===== config.mk =====
export PLATFORM = sky130hd
export DESIGN_NAME = psm_divider
export DESIGN_NICKNAME = d
export VERILOG_FILES = /design/src/rtl/core/psm_pkg.sv /design/src/rtl/core/psm_divider.sv
export SDC_FILE = /design/constraint.sdc
export NUM_CORES = 1
export LEC_CHECK = 0
export ABC_AREA = 1
export BUFFER_PORTS_ARGS = -buffer_cell sky130_fd_sc_hd__buf_2
export CAP_MARGIN = 20
export CORE_ASPECT_RATIO = 2
export CORE_MARGIN = 2
export CORE_UTILIZATION = 64
export CTS_CLUSTER_DIAMETER = 200
export CTS_CLUSTER_SIZE = 14
export DETAILED_ROUTE_END_ITERATION = 8
export HOLD_SLACK_MARGIN = 0.08
export PLACE_DENSITY = 0.87
export SLEW_MARGIN = 20
export SYNTH_ARGS = -nofsm -noshare
export SYNTH_HDL_FRONTEND = slang
export SYNTH_SLANG_ARGS = --single-unit

===== constraint.sdc =====
create_clock -name clk -period 6.6 [get_ports clk]
set_input_delay 0.33 -clock clk [delete_from_list [all_inputs] [get_ports clk]]
set_output_delay 0.33 -clock clk [all_outputs]
set_load 0.005 [all_outputs]

===== src/rtl/core/psm_pkg.sv =====
// Shared types, opcodes and constants of the stack machine step block.
// No dependencies; the stack RAM, divider and top level in rtl/core import it.
package psm_pkg;

    localparam int STACK_DEPTH_DEF = 1024;
    localparam int CODE_DEPTH_DEF  = 1024;
    localparam int MAX_LEVEL_DEF   = 15;

    localparam int WORD_W   = 32;
    localparam int LEVEL_W  = 4;
    localparam int OP_W     = 5;
    localparam int PC_OUT_W = 10;
    localparam int IDX_W    = 34;
    localparam int MAX_WR   = 3;

    // call frame layout relative to the frame base
    localparam int DYN_LINK_OFS = 1;
    localparam int RET_PC_OFS   = 2;
    localparam int STAT_LINK_OFS = 3;
    localparam int FRAME_LAST_OFS = 4;

    typedef enum logic [OP_W-1:0] {
        OP_LA, OP_LV, OP_LC, OP_LI, OP_INT, OP_DCT, OP_J, OP_FJ,
        OP_HL, OP_ST, OP_CALL, OP_EP, OP_EF, OP_RC, OP_RI, OP_WRC,
        OP_WRI, OP_WLN, OP_ADD, OP_SUB, OP_MUL, OP_DIV, OP_MOD, OP_NEG,
        OP_CV, OP_EQ, OP_NE, OP_GT, OP_LT, OP_GE, OP_LE, OP_BP
    } op_t;

    typedef enum logic [1:0] {
        KIND_NONE, KIND_CHAR, KIND_INT, KIND_NEWLINE
    } kind_t;

    typedef enum logic [1:0] {
        FLT_NONE, FLT_ZERO_DIV, FLT_INDEX
    } fault_t;

    typedef enum logic [3:0] {
        S_IDLE, S_DECODE, S_RD1, S_RD2, S_WALK, S_WALK_WAIT,
        S_EXEC, S_DIV, S_WR, S_DONE
    } state_t;

    typedef struct packed {
        logic [OP_W-1:0]          operation;
        logic [LEVEL_W-1:0]       level;
        logic signed [WORD_W-1:0] operand;
        logic signed [WORD_W-1:0] read_value;
    } instr_t;

    typedef struct packed {
        logic [PC_OUT_W-1:0]      next_pc;
        logic [1:0]               out_kind;
        logic signed [WORD_W-1:0] out_value;
        logic                     halted;
        logic [1:0]               fault;
    } result_t;

    typedef struct packed {
        logic              start;
        logic              signed_op;
        logic [WORD_W-1:0] dividend;
        logic [WORD_W-1:0] divisor;
    } div_req_t;

    typedef struct packed {
        logic              done;
        logic [WORD_W-1:0] quotient;
        logic [WORD_W-1:0] remainder;
    } div_rsp_t;

    function automatic logic [WORD_W-1:0] magnitude(input logic [WORD_W-1:0] v,
                                                    input logic is_signed);
        return (is_signed && v[WORD_W-1]) ? WORD_W'(0) - v : v;
    endfunction

endpackage


===== src/rtl/core/psm_divider.sv =====
// Radix-2 restoring divider, signed or unsigned, one quotient bit per cycle.
// Depends on psm_pkg for the request and response structs.
module psm_divider (
    input  logic              clk,
    input  logic              rst_n,
    input  psm_pkg::div_req_t req,
    output psm_pkg::div_rsp_t rsp
);
    import psm_pkg::*;

    localparam int CNT_W = $clog2(WORD_W);
    localparam logic [CNT_W-1:0] LAST_STEP = CNT_W'(WORD_W - 1);

    logic              busy_reg, busy_next;
    logic              done_reg, done_next;
    logic [CNT_W-1:0]  cnt_reg, cnt_next;
    logic [WORD_W-1:0] quo_reg, quo_next;
    logic [WORD_W-1:0] rem_reg, rem_next;
    logic [WORD_W-1:0] dvs_reg, dvs_next;
    logic              neg_q_reg, neg_q_next;
    logic              neg_r_reg, neg_r_next;
    logic [WORD_W:0]   rem_shift;
    logic [WORD_W+1:0] rem_diff;

    always_comb
    begin
        busy_next  = busy_reg;
        done_next  = 1'b0;
        cnt_next   = cnt_reg;
        quo_next   = quo_reg;
        rem_next   = rem_reg;
        dvs_next   = dvs_reg;
        neg_q_next = neg_q_reg;
        neg_r_next = neg_r_reg;
        rem_shift  = {rem_reg, quo_reg[WORD_W-1]};
        rem_diff   = {1'b0, rem_shift} - {2'b00, dvs_reg};
        if (req.start)
        begin
            busy_next  = 1'b1;
            cnt_next   = '0;
            quo_next   = magnitude(req.dividend, req.signed_op);
            rem_next   = '0;
            dvs_next   = magnitude(req.divisor, req.signed_op);
            neg_q_next = req.signed_op & (req.dividend[WORD_W-1] ^ req.divisor[WORD_W-1]);
            neg_r_next = req.signed_op & req.dividend[WORD_W-1];
        end
        else if (busy_reg)
        begin
            if (!rem_diff[WORD_W+1])
            begin
                rem_next = rem_diff[WORD_W-1:0];
                quo_next = {quo_reg[WORD_W-2:0], 1'b1};
            end
            else
            begin
                rem_next = rem_shift[WORD_W-1:0];
                quo_next = {quo_reg[WORD_W-2:0], 1'b0};
            end
            cnt_next = cnt_reg + 1'b1;
            if (cnt_reg == LAST_STEP)
            begin
                busy_next = 1'b0;
                done_next = 1'b1;
            end
        end
    end

    always_ff @(posedge clk or negedge rst_n)
    begin
        if (!rst_n)
        begin
            busy_reg <= 1'b0;
            done_reg <= 1'b0;
            cnt_reg  <= '0;
        end
        else
        begin
            busy_reg <= busy_next;
            done_reg <= done_next;
            cnt_reg  <= cnt_next;
        end
    end

    always_ff @(posedge clk)
    begin
        quo_reg   <= quo_next;
        rem_reg   <= rem_next;
        dvs_reg   <= dvs_next;
        neg_q_reg <= neg_q_next;
        neg_r_reg <= neg_r_next;
    end

    assign rsp.done      = done_reg;
    assign rsp.quotient  = neg_q_reg ? WORD_W'(0) - quo_reg : quo_reg;
    assign rsp.remainder = neg_r_reg ? WORD_W'(0) - rem_reg : rem_reg;

endmodule


-- Word level (Yosys, flattened, before mapping)
Index checks and enable logic that the tools add are counted.
- $add $sub $neg: 6
- equality and inequality tests: 1
- bitwise logic cells: 3
- reduce and logical (&&, ||, !) cells: 3
- muxes and demuxes: 16
- operators with widths (operator ; count):
    two-way mux 32 bit ; 7
    subtractor 1 x 32 -> 32 bit, first input constant ; 4
    subtractor 33 x 32 -> 34 bit ; 1
    two-way mux 5 bit ; 2
    two-way mux 1 bit ; 7
    adder 5 x 1 -> 5 bit, second input constant ; 1
    equality test 5 bit, second input constant ; 1
    bitwise AND 1 bit ; 2
    logical AND 1 bit ; 2
    nonzero test 2 bit ; 1
    bitwise XOR 1 bit ; 1
- input port bits: 68
- word-level logic and storage cells: 37
- register bits: 105
- output and inout port bits: 65

-- Logic depth before layout (Yosys ltp)
- word-level depth: 4
- mapped depth: 17
- mapped depth without buffers: 16

-- Worst setup path after synthesis
OpenSTA, ideal clock, no wires.
- path type: reg-to-reg
- start: register busy_reg
- end: register quo_reg[0], enable pin
- required time: 6191 ps
- cell stages (with the launch flop): 4
- period minus slack after synthesis: 2078 ps
- library setup time: 409 ps
- path buffers: 1
- slack: 4522 ps
- arrival time: 1668 ps
- cells stage by stage: dfrtp_1 nor2_1 inv_1 clkbuf_1
- cells in the longest elaborated chain, start to end: 1
- RTL lines (what ; line ; RTL):
    start: declaration ; psm_divider.sv:14 ; logic busy_reg, busy_next;
    start signal: assignment ; psm_divider.sv:78 ; busy_reg <= busy_next;
    nonzero test 2 bit (no source line) ; - ;
    end signal: assignment ; psm_divider.sv:86 ; quo_reg <= quo_next;
    end: declaration ; psm_divider.sv:17 ; logic [WORD_W-1:0] quo_reg, quo_next;
Every way passes these cells.
A chain may end at the register's enable or synchronous reset.

==> results.json <==
{
  "wirelength_mm": 33.88,
  "period_share_pct": 48.14,
  "routabilityCongestion": 1.054,
  "synth_xor_area_share_pct": 9.618,
  "fmax_mhz": 314.7,
  "syn_avg_cell_area_sq_um": 6.261,
  "rsz0062_at_grt": "no",
  "synth_edf_count": 66,
  "p_sw_mw": 1.762,
  "syn_area_sq_um": 10020,
  "die_area_sq_um": 16730,
  "arrival_ns": 2.85,
  "cts_tree": "done",
  "multi_input_area_sq_um": 5974,
  "yosys.area_share.simple_pct": 38.67,
  "clkSinkCount": 105,
  "power.leakage_nw": 5.957,
  "yosys_warnings": 0,
  "p_int_mw": 1.863,
  "drv_slew": 0,
  "drt_iter0_markers": 683,
  "hold_path_class": "in2reg",
  "portBuffers": 132,
  "ys_seq_area_share_pct": 27.93,
  "synthDistinctLibCells": 42,
  "required_ns": 6.27,
  "drc": 0,
  "grt_usage_pct": 41.29,
  "cellPowerDensity_nw_per_um2": 326.2,
  "post-place-ws_ns": 3.652,
  "cts_setup_buffers": 0,
  "setup_viol": 0,
  "startpoint_type": "flop",
  "diodes": 0,
  "seq_power_share_pct": 26.7,
  "period_needed_ns": 3.177,
  "swShare_pct": 48.61,
  "root_buffer": "clkbuf_16",
  "grt_antenna_before_repair": 0,
  "fillers": 1391,
  "clk_pin_slew_ns": 0.07,
  "worst_slew_pin_slew_ns": 0.9751,
  "vias": 10800,
  "clkLatencyLatePin_ns": 0.38,
  "row_count": 64,
  "cts_buffer_depth": 2,
  "peakVddDrop_mv": 0.1491,
  "initial_core_util_pct": 65.49,
  "ys.flop_type": "edfxtp_1",
  "p_comb_share_pct": 57.0,
  "final_area_sq_um": 11110,
  "tns_ns": 0,
  "drv_cap": 0,
  "layout_setup_ws_ns": 3.423,
  "crit_path_end_kind": "output pin",
  "first_pass_iters": 5,
  "cts_max_level": 3,
  "dpl_cell_area_sq_um": 10790,
  "final_cell_mix": "nand2_1 (499), inv_1 (275), nor2_1 (154)",
  "async_flop_share_pct": 6.667,
  "power.share.clock_pct": 16.2,
  "die_h_microns": 180.9,
  "vias_per_cell": 5.632,
  "synthToLayoutAreaGrowth_pct": 10.95,
  "grt.overflow.total": 0,
  "synthMuxAreaShare_pct": 0,
  "die_w_microns": 92.47,
  "grt_max_degree": 43,
  "first_global_vias": 10880,
  "hpwl_mm": 26.88,
  "hold_slack_ns": 0.1690,
  "syn_nets": 1707,
  "ioPinCount": 133,
  "fin_nets": 1822,
  "power_mw": 3.626,
  "dp.cells": 1901,
  "synthCells": 1600,
  "synth-compound-area-share_pct": 6.333,
  "status": "complete, no violations",
  "cp_max_fo": 5,
  "drive_gt1_share_pct": 10.64,
  "path_class": "reg2out",
  "final_common_cell": "nand2_1",
  "post_cts_resized": 0,
  "hold_viol": 0,
  "finish.utilization_pct": 72.67,
  "seq_area_sq_um": 2798,
  "grt_pass1_wl_mm": 53.14,
  "synth_top_family_by_area": "simple AND/OR/NAND/NOR gates",
  "synth_fa_ha_area_share_pct": 4.946,
  "slew_headroom_pct": 34.84,
  "synth-seq-cells": 105,
  "cts_hold_buf": 1,
  "core_area_sq_um": 15290,
  "antenna_left": 0,
  "wl_per_cell_microns": 17.66,
  "cts_made_buffers": 9,
  "fin_skew_ns": 0.01435,
  "fin_cells": 1918
}
[synthesized netlist by cell type (27+ instances only)]
| cell type | count | area (sq um) |
|---|---|---|
| nand2_1 | 499 | 1873 |
| inv_1 | 276 | 1036 |
| nor2_1 | 155 | 581.8 |
| nand3_1 | 153 | 765.7 |
| xor2_1 | 80 | 700.7 |
| edfxtp_1 | 66 | 1982 |
| o21ai_0 | 60 | 300.3 |
| ha_1 | 38 | 475.5 |
| nor3_1 | 34 | 170.2 |
| dfxtp_1 | 32 | 640.6 |
| xnor2_1 | 30 | 262.8 |
| nand4_1 | 29 | 181.4 |
| a21oi_1 | 27 | 135.1 |
[worst paths after layout]
path / startpoint / endpoint / slack [ns] / depth (start not counted)
max: rem_reg[0] / rsp[28] / 3.42 / 11
min: req[0] / dvs_reg[0] / 0.17 / 1
max reg2reg: dvs_reg[24] / quo_reg[0] / 3.59 / 13
min reg2reg: rem_reg[22] / rem_reg[22] / 0.51 / 2
max in group asynchronous: rst_n / cnt_reg[2] / 6.10 / 2
min in group asynchronous: rst_n / done_reg / 0.33 / 2
[routing by layer]
| layer | GRT usage (%) | vias up | routed length, microns |
|---|---|---|---|
| met5 | 0 | - | 0 |
| met4 | 38.33 | 0 | 3684 |
| met3 | 9.383 | 203 | 2363 |
| met2 | 75.42 | 477 | 17690 |
| met1 | 35.38 | 4840 | 10140 |
| li1 | - | 5283 | - |
[power by group through the flow]
stage	sequential (mW)	clock, mW	combinational (mW)
5_1_grt	0.983	0.615	2.30
3_3_place_gp	0.971	0	1.98
4_1_cts	0.964	0.587	2.02
6_report	0.969	0.589	2.07
3_5_place_dp	0.978	0	2.00
2_1_floorplan	0.934	0	1.43
[kinds of logic (layout without fill, tap and decap cells)]
| group | Yosys count | count (layout) |
|---|---|---|
| AND/OR/NAND/NOR | 911 | 911 |
| buffers and inverters | 317 | 437 |
| AO/OA/AOI/OAI | 118 | 118 |
| XOR/XNOR | 110 | 110 |
| flip-flops | 105 | 105 |
| adder cells (fa/ha/maj) | 39 | 39 |
[critical path, stage by stage (launching register included)]
cell and delay [ns]:
dfxtp_1 0.40, inv_1 0.17, ha_1 0.19, inv_1 0.08, nor2_1 0.20, nand3_1 0.19
nor2_1 0.36, nand2_1 0.18, o21ai_1 0.30, nand2_1 0.11, xor2_1 0.16, buf_2 0.13
[final cells by class]
type | count | area share (%)
Clock buffer | 10 | 2.150
Sequential cell | 105 | 25.17
Multi-Input combinational cell | 1178 | 53.75
Clock inverter | 6 | 0.6642
Tap cell | 198 | 2.229
Timing Repair Buffer | 141 | 6.574
Inverter | 280 | 9.456
Power figures use the tool's default switching activity.
